==> src/hw/rtl/dad_pkg.sv <==
// Package for the detection anchor decoder.
// Holds shared constants and the command and status structs between controller and datapath.
// No dependencies.
`timescale 1ns / 1ps

package dad_pkg;

   localparam int MAX_CLASSES = 128;
   localparam int MAX_ANCHORS = 16384;

   localparam int CSR_INDEX_WIDTH = 3;
   localparam int CSR_DATA_WIDTH = 24;

   localparam logic [CSR_INDEX_WIDTH-1:0] CSR_HAS_OBJECTNESS = 3'd0;
   localparam logic [CSR_INDEX_WIDTH-1:0] CSR_CLASS_COUNT    = 3'd1;
   localparam logic [CSR_INDEX_WIDTH-1:0] CSR_CONF_THRESHOLD = 3'd2;
   localparam logic [CSR_INDEX_WIDTH-1:0] CSR_PAD_LEFT       = 3'd3;
   localparam logic [CSR_INDEX_WIDTH-1:0] CSR_PAD_TOP        = 3'd4;
   localparam logic [CSR_INDEX_WIDTH-1:0] CSR_SCALE_RATIO    = 3'd5;
   localparam logic [CSR_INDEX_WIDTH-1:0] CSR_IMAGE_WIDTH    = 3'd6;
   localparam logic [CSR_INDEX_WIDTH-1:0] CSR_IMAGE_HEIGHT   = 3'd7;

   localparam int QUOT_BITS = 15;

   typedef struct packed {
      logic       accept;
      logic       mul;
      logic       conf;
      logic       load;
      logic       step;
      logic       store;
      logic       wh;
      logic       fin;
      logic [1:0] corner_sel;
      logic [3:0] bit_idx;
   } dad_cmd_type;

   typedef struct packed {
      logic item_end;
      logic emit;
   } dad_status_type;

endpackage

==> src/hw/rtl/dad_ctrl.sv <==
// Controller state machine of the detection anchor decoder.
// Sequences the confidence check and the four corner divisions; uses dad_pkg.
`timescale 1ns / 1ps

module dad_ctrl (
   input  logic                    clock,
   input  logic                    reset,
   input  logic                    req_valid,
   output logic                    req_stall,
   output logic                    rsp_valid,
   input  logic                    rsp_stall,
   input  dad_pkg::dad_status_type status,
   output dad_pkg::dad_cmd_type    cmd
);
   import dad_pkg::*;

   localparam logic [2:0] ST_IDLE  = 3'd0;
   localparam logic [2:0] ST_MUL   = 3'd1;
   localparam logic [2:0] ST_CONF  = 3'd2;
   localparam logic [2:0] ST_CHECK = 3'd3;
   localparam logic [2:0] ST_LOAD  = 3'd4;
   localparam logic [2:0] ST_DIV   = 3'd5;
   localparam logic [2:0] ST_STORE = 3'd6;
   localparam logic [2:0] ST_OUT   = 3'd7;

   logic [2:0] state_ff, state_in;
   logic [1:0] sel_ff, sel_in;
   logic [3:0] bit_ff, bit_in;
   logic       wh_ff, wh_in;
   logic       fin_ff, fin_in;

   always_comb begin
      state_in = state_ff;
      sel_in = sel_ff;
      bit_in = bit_ff;
      wh_in = 1'b0;
      fin_in = 1'b0;
      cmd = '0;
      cmd.corner_sel = sel_ff;
      cmd.bit_idx = bit_ff;
      cmd.wh = wh_ff;
      cmd.fin = fin_ff;
      req_stall = 1'b1;
      rsp_valid = 1'b0;
      case (state_ff)
         ST_IDLE: begin
            req_stall = fin_ff;
            if (!fin_ff) begin
               cmd.accept = req_valid;
               if (req_valid && status.item_end) begin
                  state_in = ST_MUL;
               end
            end
         end
         ST_MUL: begin
            cmd.mul = 1'b1;
            state_in = ST_CONF;
         end
         ST_CONF: begin
            cmd.conf = 1'b1;
            state_in = ST_CHECK;
         end
         ST_CHECK: begin
            sel_in = 2'd0;
            if (status.emit) begin
               state_in = ST_LOAD;
            end else begin
               fin_in = 1'b1;
               state_in = ST_IDLE;
            end
         end
         ST_LOAD: begin
            cmd.load = 1'b1;
            bit_in = 4'(QUOT_BITS - 1);
            state_in = ST_DIV;
         end
         ST_DIV: begin
            cmd.step = 1'b1;
            if (bit_ff == 4'd0) begin
               state_in = ST_STORE;
            end else begin
               bit_in = bit_ff - 4'd1;
            end
         end
         ST_STORE: begin
            cmd.store = 1'b1;
            if (sel_ff == 2'd3) begin
               wh_in = 1'b1;
               state_in = ST_OUT;
            end else begin
               sel_in = sel_ff + 2'd1;
               state_in = ST_LOAD;
            end
         end
         ST_OUT: begin
            rsp_valid = !wh_ff;
            if (!wh_ff && !rsp_stall) begin
               fin_in = 1'b1;
               state_in = ST_IDLE;
            end
         end
         default: begin
            state_in = ST_IDLE;
         end
      endcase
   end

   always_ff @(posedge clock) begin
      if (reset) begin
         state_ff <= ST_IDLE;
         sel_ff <= 2'd0;
         bit_ff <= 4'd0;
         wh_ff <= 1'b0;
         fin_ff <= 1'b0;
      end else begin
         state_ff <= state_in;
         sel_ff <= sel_in;
         bit_ff <= bit_in;
         wh_ff <= wh_in;
         fin_ff <= fin_in;
      end
   end

endmodule

==> src/hw/rtl/dad_datapath.sv <==
// Datapath of the detection anchor decoder.
// Holds configuration, anchor state, the multiplier, the shared corner divider and
// the result registers; uses dad_pkg.
`timescale 1ns / 1ps

module dad_datapath (
   input  logic                                 clock,
   input  logic                                 reset,
   input  logic                                 csr_write_enable,
   input  logic [dad_pkg::CSR_INDEX_WIDTH-1:0]  csr_index,
   input  logic [dad_pkg::CSR_DATA_WIDTH-1:0]   csr_write_data,
   input  logic signed [31:0]                   req_feature_value,
   input  logic                                 req_last_of_anchor,
   input  logic                                 req_last_of_frame,
   input  dad_pkg::dad_cmd_type                 cmd,
   output dad_pkg::dad_status_type              status,
   output logic [13:0]                          rsp_anchor_index,
   output logic [6:0]                           rsp_class_index,
   output logic signed [31:0]                   rsp_confidence,
   output logic [13:0]                          rsp_box_left,
   output logic [13:0]                          rsp_box_top,
   output logic [13:0]                          rsp_box_width,
   output logic [13:0]                          rsp_box_height
);
   import dad_pkg::*;

   logic        has_obj_ff;
   logic [7:0]  class_count_ff;
   logic [16:0] thr_ff;
   logic [9:0]  pad_left_ff, pad_top_ff;
   logic [23:0] ratio_ff;
   logic [13:0] img_w_ff, img_h_ff;

   logic [7:0]         pos_ff;
   logic signed [31:0] cx_ff, cy_ff, w_ff, h_ff, obj_ff, best_ff;
   logic [6:0]         best_class_ff;
   logic [13:0]        anchor_ff;
   logic               last_frame_ff;

   logic signed [63:0] prod_ff;
   logic signed [31:0] conf_ff;
   logic [35:0]        rem_ff;
   logic [QUOT_BITS-1:0] quot_ff;
   logic               neg_ff, over_ff;
   logic [13:0]        left_ff, top_ff, right_ff, bottom_ff;

   logic [13:0] out_anchor_ff, out_left_ff, out_top_ff, out_w_ff, out_h_ff;
   logic [6:0]  out_class_ff;
   logic signed [31:0] out_conf_ff;

   logic [7:0] offset, ncls, class_rel;
   logic       is_class;
   logic signed [63:0] round_sum;
   logic               no_sat;
   logic signed [31:0] conf_in;
   logic [23:0] ratio_eff;
   logic signed [31:0] center, size;
   logic [9:0]  pad;
   logic [13:0] limit;
   logic signed [36:0] numer;
   logic [39:0] over_lim, sub_val, rem_ext;
   logic [14:0] quot_lim;
   logic [13:0] corner_val;

   assign offset = has_obj_ff ? 8'd5 : 8'd4;
   assign ncls = (class_count_ff > 8'(MAX_CLASSES)) ? 8'(MAX_CLASSES) : class_count_ff;
   assign class_rel = pos_ff - offset;
   assign is_class = (pos_ff >= offset) && (class_rel < ncls);

   assign status.item_end = req_last_of_anchor || req_last_of_frame;
   assign status.emit = $signed({conf_ff[31], conf_ff}) > $signed({16'd0, thr_ff});

   assign round_sum = prod_ff + 64'sd32768;
   assign no_sat = (round_sum[63:47] == {17{1'b0}}) || (round_sum[63:47] == {17{1'b1}});
   assign conf_in = no_sat ? round_sum[47:16] :
                    (round_sum[63] ? 32'sh8000_0000 : 32'sh7FFF_FFFF);

   assign ratio_eff = (ratio_ff == 24'd0) ? 24'd1 : ratio_ff;
   assign center = cmd.corner_sel[0] ? cy_ff : cx_ff;
   assign size = cmd.corner_sel[0] ? h_ff : w_ff;
   assign pad = cmd.corner_sel[0] ? pad_top_ff : pad_left_ff;
   assign limit = cmd.corner_sel[0] ? img_h_ff : img_w_ff;

   always_comb begin
      numer = {{4{center[31]}}, center, 1'b0};
      if (cmd.corner_sel[1]) begin
         numer = numer + 37'(size);
      end else begin
         numer = numer - 37'(size);
      end
      numer = numer - $signed({10'd0, pad, 17'd0}) + $signed({13'd0, ratio_eff});
   end

   assign over_lim = {ratio_eff, 16'd0};
   assign rem_ext = {4'd0, rem_ff};
   assign sub_val = {15'd0, ratio_eff, 1'b0} << cmd.bit_idx;
   assign quot_lim = (quot_ff > {1'b0, limit}) ? {1'b0, limit} : quot_ff;
   assign corner_val = neg_ff ? 14'd0 : (over_ff ? limit : quot_lim[13:0]);

   always_ff @(posedge clock) begin
      if (reset) begin
         has_obj_ff <= 1'b0;
         class_count_ff <= 8'd80;
         thr_ff <= 17'd16384;
         pad_left_ff <= 10'd0;
         pad_top_ff <= 10'd0;
         ratio_ff <= 24'd65536;
         img_w_ff <= 14'd640;
         img_h_ff <= 14'd640;
      end else if (csr_write_enable) begin
         case (csr_index)
            CSR_HAS_OBJECTNESS: has_obj_ff <= csr_write_data[0];
            CSR_CLASS_COUNT:    class_count_ff <= csr_write_data[7:0];
            CSR_CONF_THRESHOLD: thr_ff <= csr_write_data[16:0];
            CSR_PAD_LEFT:       pad_left_ff <= csr_write_data[9:0];
            CSR_PAD_TOP:        pad_top_ff <= csr_write_data[9:0];
            CSR_SCALE_RATIO:    ratio_ff <= csr_write_data[23:0];
            CSR_IMAGE_WIDTH:    img_w_ff <= csr_write_data[13:0];
            CSR_IMAGE_HEIGHT:   img_h_ff <= csr_write_data[13:0];
            default: begin
            end
         endcase
      end
   end

   always_ff @(posedge clock) begin
      if (reset || cmd.fin) begin
         pos_ff <= 8'd0;
         cx_ff <= '0;
         cy_ff <= '0;
         w_ff <= '0;
         h_ff <= '0;
         obj_ff <= 32'sd65536;
         best_ff <= -32'sd65536;
         best_class_ff <= 7'd0;
      end else if (cmd.accept) begin
         if (pos_ff == 8'd0) begin
            cx_ff <= req_feature_value;
         end else if (pos_ff == 8'd1) begin
            cy_ff <= req_feature_value;
         end else if (pos_ff == 8'd2) begin
            w_ff <= req_feature_value;
         end else if (pos_ff == 8'd3) begin
            h_ff <= req_feature_value;
         end else if (pos_ff == 8'd4 && has_obj_ff) begin
            obj_ff <= req_feature_value;
         end else if (is_class && req_feature_value > best_ff) begin
            best_ff <= req_feature_value;
            best_class_ff <= class_rel[6:0];
         end
         if (pos_ff != 8'hFF) begin
            pos_ff <= pos_ff + 8'd1;
         end
      end
   end

   always_ff @(posedge clock) begin
      if (reset) begin
         anchor_ff <= 14'd0;
      end else if (cmd.fin) begin
         if (last_frame_ff) begin
            anchor_ff <= 14'd0;
         end else if (anchor_ff != 14'(MAX_ANCHORS - 1)) begin
            anchor_ff <= anchor_ff + 14'd1;
         end
      end
   end

   always_ff @(posedge clock) begin
      if (cmd.accept) begin
         last_frame_ff <= req_last_of_frame;
      end
      if (cmd.mul) begin
         prod_ff <= obj_ff * best_ff;
      end
      if (cmd.conf) begin
         conf_ff <= conf_in;
      end
      if (cmd.load) begin
         rem_ff <= numer[35:0];
         quot_ff <= '0;
         neg_ff <= numer[36];
         over_ff <= !numer[36] && ({4'd0, numer[35:0]} >= over_lim);
      end
      if (cmd.step && rem_ext >= sub_val) begin
         rem_ff <= rem_ff - sub_val[35:0];
         quot_ff[cmd.bit_idx] <= 1'b1;
      end
      if (cmd.store) begin
         case (cmd.corner_sel)
            2'd0: left_ff <= corner_val;
            2'd1: top_ff <= corner_val;
            2'd2: right_ff <= corner_val;
            default: bottom_ff <= corner_val;
         endcase
      end
      if (cmd.wh) begin
         out_anchor_ff <= anchor_ff;
         out_class_ff <= best_class_ff;
         out_conf_ff <= conf_ff;
         out_left_ff <= left_ff;
         out_top_ff <= top_ff;
         out_w_ff <= (right_ff >= left_ff) ? right_ff - left_ff : 14'd0;
         out_h_ff <= (bottom_ff >= top_ff) ? bottom_ff - top_ff : 14'd0;
      end
   end

   assign rsp_anchor_index = out_anchor_ff;
   assign rsp_class_index = out_class_ff;
   assign rsp_confidence = out_conf_ff;
   assign rsp_box_left = out_left_ff;
   assign rsp_box_top = out_top_ff;
   assign rsp_box_width = out_w_ff;
   assign rsp_box_height = out_h_ff;

endmodule

==> src/hw/rtl/detection_anchor_decoder.sv <==
// Top level of the detection anchor decoder.
// Joins dad_ctrl and dad_datapath; uses dad_pkg.
//
// Usage: feature values of one anchor arrive on the req_ channel, one item per
// cycle while req_stall is low: cx, cy, w, h, an optional objectness value, then
// the class values. The item flagged last of anchor or last of frame closes the
// anchor. Plain features are taken without a stall. After the closing item the
// input stalls while the confidence is formed (multiply, confidence and check
// states). A box then takes 4 corners (load, 15 quotient bits, store) on one
// shared restoring divider. The result item is held on the rsp_ channel until
// the receiver lifts rsp_stall; the next anchor is taken once the anchor state
// is cleared on the return to idle. Configuration is written through csr_ while
// the block is idle; the user must keep to this, as the block does not enforce
// it. Synchronous reset loads the register defaults and clears the anchor state
// and anchor numbering; no result is pending after reset.
`timescale 1ns / 1ps

module detection_anchor_decoder (
   input  logic                                clock,
   input  logic                                reset,
   input  logic                                csr_write_enable,
   input  logic [dad_pkg::CSR_INDEX_WIDTH-1:0] csr_index,
   input  logic [dad_pkg::CSR_DATA_WIDTH-1:0]  csr_write_data,
   input  logic                                req_valid,
   output logic                                req_stall,
   input  logic signed [31:0]                  req_feature_value,
   input  logic                                req_last_of_anchor,
   input  logic                                req_last_of_frame,
   output logic                                rsp_valid,
   input  logic                                rsp_stall,
   output logic [13:0]                         rsp_anchor_index,
   output logic [6:0]                          rsp_class_index,
   output logic signed [31:0]                  rsp_confidence,
   output logic [13:0]                         rsp_box_left,
   output logic [13:0]                         rsp_box_top,
   output logic [13:0]                         rsp_box_width,
   output logic [13:0]                         rsp_box_height
);
   import dad_pkg::*;

   dad_cmd_type    cmd;
   dad_status_type status;

   dad_ctrl u_ctrl (
      .clock     (clock),
      .reset     (reset),
      .req_valid (req_valid),
      .req_stall (req_stall),
      .rsp_valid (rsp_valid),
      .rsp_stall (rsp_stall),
      .status    (status),
      .cmd       (cmd)
   );

   dad_datapath u_datapath (
      .clock              (clock),
      .reset              (reset),
      .csr_write_enable   (csr_write_enable),
      .csr_index          (csr_index),
      .csr_write_data     (csr_write_data),
      .req_feature_value  (req_feature_value),
      .req_last_of_anchor (req_last_of_anchor),
      .req_last_of_frame  (req_last_of_frame),
      .cmd                (cmd),
      .status             (status),
      .rsp_anchor_index   (rsp_anchor_index),
      .rsp_class_index    (rsp_class_index),
      .rsp_confidence     (rsp_confidence),
      .rsp_box_left       (rsp_box_left),
      .rsp_box_top        (rsp_box_top),
      .rsp_box_width      (rsp_box_width),
      .rsp_box_height     (rsp_box_height)
   );

endmodule

==> config.mk <==
export PLATFORM = sky130hd
export DESIGN_NAME = detection_anchor_decoder
export DESIGN_NICKNAME = d
export VERILOG_FILES = /design/src/hw/rtl/dad_pkg.sv /design/src/hw/rtl/dad_ctrl.sv /design/src/hw/rtl/dad_datapath.sv /design/src/hw/rtl/detection_anchor_decoder.sv
export SDC_FILE = /design/constraint.sdc
export NUM_CORES = 2
export LEC_CHECK = 0
export BUFFER_PORTS_ARGS = -buffer_cell sky130_fd_sc_hd__buf_4
export CAP_MARGIN = 20
export CORE_ASPECT_RATIO = 1.75
export CORE_UTILIZATION = 45
export CTS_CLUSTER_DIAMETER = 200
export CTS_CLUSTER_SIZE = 30
export DETAILED_ROUTE_END_ITERATION = 6
export PLACE_DENSITY = 0.61
export SLEW_MARGIN = 0
export SYNTH_ARGS = -nofsm -noshare
export SYNTH_HDL_FRONTEND = slang
export SYNTH_SLANG_ARGS = --single-unit
==> constraint.sdc <==
create_clock -name clock -period 12.4 [get_ports clock]
set_clock_uncertainty 0.2 [all_clocks]
set_input_delay 0.62 -clock clock [delete_from_list [all_inputs] [get_ports clock]]
set_output_delay 0.62 -clock clock [all_outputs]
set_load 0.01 [all_outputs]
==> results by group <==
Run status
  • Outcome: complete, no violations

Timing
  • Tmin final: 10,480 ps
  • Final Cycle Share: 84.5%
  • Final setup violation count: 0
  • Worst rel slew slack: 11.1%
  • Final Max Tran Viols: 0
  • Setup TNS: 0 ps
  • Measured slew at the worst slew-check pin: 1330 ps
  • Final Hold Viols: 0
  • Hold Slack: 22.1 ps
  • Fmax: 95.4 MHz
  • RSZ-0062 raised after global routing: false

Die
  • Top Ports: 177
  • Die Y: 529 um
  • DIE AREA: 160,000 um^2
  • Initial core utilization: 45.2%
  • Core Box Area: 158,000 um^2
  • Chip width: 303 um
  • Rows: 193

Routing
  • Vias per inst: 5.57
  • Drt drc: 0
  • Detailed-route wire length per cell: 23.5 um
  • Post-route ant nets: 0
  • Vias: 54,600
  • Drt first-iter violations: 3,138
  • First-pass iteration count of the detailed router: 5
  • Total wire length: 230,000 um

Critical path
  • Worst Setup Start Kind: flip-flop
  • Data required time of the worst path: 12,730 ps
  • CP Capture Type: flip-flop
  • Maximum fanout along the worst path: 37
  • Crit-path slowest cell: dfxtp_4
  • Max incr delay on CP: 820 ps
  • Critical path arrival: 10,810 ps
  • Setup CP Type: reg2reg
  • WP buf/inv: 0
  • R2R setup slack: 1920 ps
  • Crit-path leading delay family: simple AND/OR/NAND/NOR gates

Final layout
  • Share of post-route cells with drive strength above 1: 5.48%
  • Post-Layout Cell Count: 9,795
  • Fin util: 47.7%
  • Register area: 15,500 um^2
  • Most flops, register: u_datapath.prod_ff
  • Area Growth Syn to Fin: 5.42%
  • Largest regs: u_datapath.prod_ff (49), u_datapath.rem_ff (36)
  • Multi-input gate area: 49,600 um^2
  • Max FFs per register: 49
  • FILL cells: 15,200
  • Final nets: 9,356

Job
  • Max cap viols: 0

Power and ir drop
  • Clock power share: 14.7%
  • Part of the power in registers: 33.9%
  • PD cells: 96.4 nW/um^2
  • Switch Pwr: 2.96 mW
  • Net switching fraction of the power: 40.8%
  • Logic gate share of total power: 51.4%
  • Maximum vdd drop: 176 uV
  • Pint: 4.30 mW
  • Leak Pwr: 34.0 nW

Synth
  • Flops & latches, synth: 630
  • Mapped Avg Cell Area: 9.13 um^2
  • Cell area after synthesis: 71,500 um^2
  • Synth unique cells: 82
  • Post-synth top flop: dfxtp_1
  • Post-Synthesis Cells: 7,825
  • YS warnings: 0
  • Post-synth EDFFs: 285
  • Syn nets: 9,451
  • Async set-reset flop share out of synthesis: 0%
  • Post-synthesis sequential area ratio: 21.6%

Clock network
  • Clock root buffer: clkbuf_16
  • H-tree Lvls: 1
  • CTS buffer count: 24
  • Reg clk slew, reported paths: 130 ps
  • CTS Sinks: 630
  • Clk_lat worst skew: 720 ps
  • CTS tree: yes
  • Clock Tree Buf Depth: 3

GRT
  • Vias in the first global route: 58,800
  • Gr ovfl total: 0
  • Tot GR Track Use: 29.3%
  • Initial antenna violation count: 4
  • First-pass GRT wire length: 349,000 um
  • Largest net degree at the start of global routing: 78

Placement
  • Placed insts: 9,742
  • Routability cong.: 0.939
  • PortBufs: 176
  • Dpl hpwl: 186,000 um

Hold path
  • Type of the tightest min-delay check: in2reg
==> placed cells by master, fill, tap and decap left out, drive strengths merged, types with 21 or more instances in the layout <==
cell | synthesis | routed
nand2 | 1327 | 1327
inv | 1321 | 1321
fa | 1092 | 1092
ha | 468 | 468
a21oi | 459 | 459
and2 | 385 | 385
dfxtp | 345 | 345
nor2 | 291 | 291
edfxtp | 285 | 285
buf | 22 | 259
o21ai | 193 | 193
xnor2 | 139 | 139
mux2i | 137 | 137
xor2 | 93 | 93
a21o | 82 | 82
nand3 | 73 | 73
mux2 | 65 | 65
nor3 | 64 | 64
nand4 | 60 | 60
nor2b | 52 | 52
nand2b | 44 | 44
a31oi | 39 | 39
clkbuf | 366 | 38
o21a | 37 | 37
a211oi | 37 | 37
and3 | 37 | 37
nor4 | 28 | 28
o21bai | 23 | 23
or3 | 21 | 21
==> worst reg2reg max path, delay by kind of cell (launching register included) <==
kind,cells,cell delay (ps)
xor+xnor,1,200
flops,1,820
simple gates,15,3920
fa+ha+maj,4,1610
compound gates,11,3040
mux,1,520
==> synthesized netlist by cell type, types with 7 or more instances <==
cell,count,area share (%)
a221oi_1,9,0.11
nand2_1,1327,7.0
clkbuf_1,366,1.9
and4_1,13,0.16
o41ai_1,7,0.086
xnor2_1,139,1.7
or2_2,16,0.14
edfxtp_1,285,12
and3_1,37,0.32
o31ai_1,12,0.13
mux2i_1,137,1.9
a22oi_1,11,0.12
o21bai_1,23,0.24
nor3_1,62,0.43
mux2_2,65,1.0
a21oi_1,459,3.2
nand2b_1,44,0.39
nor2b_1,52,0.46
and2_1,384,3.4
a31oi_1,39,0.34
or3_1,21,0.18
inv_1,1319,6.9
a211o_1,16,0.20
a21o_1,82,0.86
xor2_1,93,1.1
nor3b_1,9,0.095
mux4_2,11,0.35
nand3b_1,10,0.11
ha_1,468,8.2
buf_2,9,0.063
fa_1,1092,31
nor2_1,291,1.5
dfxtp_1,345,9.7
nand3_1,73,0.51
o21a_1,37,0.39
buf_1,9,0.047
o211ai_1,14,0.15
or4_1,7,0.074
nand4_1,60,0.53
nor4_1,28,0.25
o22ai_1,9,0.079
nand4b_1,7,0.086
o211a_1,9,0.13
a211oi_1,36,0.38
o21ai_0,189,1.3
==> area by class of cell <==
type	count	share of cell area, %
multi-input combinational	5485	65.8
sequential	630	20.6
inverter	1322	6.59
tap	2047	3.40
timing repair buffer	267	2.70
clock buffer	38	0.867
clock inverter	1	0.0216
antenna	5	0.0166
==> through the flow <==
step / cell area, um^2 / power (mW) / worst slack, ps
2_1_floorplan: 71500 / 5.19 / 3750
6_report: 75300 / 7.26 / 1920
5_1_grt: 75300 / 7.75 / 1490
3_5_place_dp: 74600 / 6.21 / 2060
4_1_cts: 75300 / 7.30 / 1970
3_3_place_gp: 74600 / 6.20 / 2080
==> worst paths after layout <==
kind	to	start	cells after the start
setup / recovery	u_datapath.over_ff	u_ctrl.sel_ff[0]	32
hold / removal	u_datapath.ratio_ff[15]	csr_write_data[15]	3
setup reg to reg	u_datapath.over_ff	u_ctrl.sel_ff[0]	32
hold reg to reg	u_datapath.w_ff[30]	u_datapath.w_ff[30]	2
==> cells by family (layout without fill, tap and decap cells) <==
family                   count (synthesis)  in the layout  synth area share [%]
AND/OR/NAND/NOR                       2457           2457                  15.8
buffers and inverters                 1710           1628                  9.03
adder cells (fa/ha/maj)               1560           1560                  38.8
AO/OA/AOI/OAI                         1023           1023                  8.62
flip-flops                             630            630                  21.6
XOR/XNOR                               232            232                  2.84
multiplexers                           213            213                  3.29
other                                    0              5                     0
==> per-layer routing <==
metal	global-route usage, %	vias up	part of all wire (%)
met5	0	-	0.0074
met4	25.9	2	11
met3	2.60	798	3.9
met2	55.6	1710	54
met1	27.3	27600	31
li1	-	24500	-
==> what timing repair did <==
action | CTS | global route
resized for setup | 0 | 0
setup buffers | 0 | 0
hold buffers | 8 | 0
endpoints found under the hold margin | 8 | 0
==> power by group through the flow <==
stage | combinational [mW] | sequential, mW | clock (mW)
detailed placement | 3.70 | 2.51 | 0
global placement | 3.70 | 2.50 | 0
finish | 3.73 | 2.46 | 1.07
CTS | 3.73 | 2.46 | 1.11
global route | 4.13 | 2.47 | 1.15
floorplan | 2.71 | 2.48 | 0
Note: power is estimated with default switching activity, not from simulation.
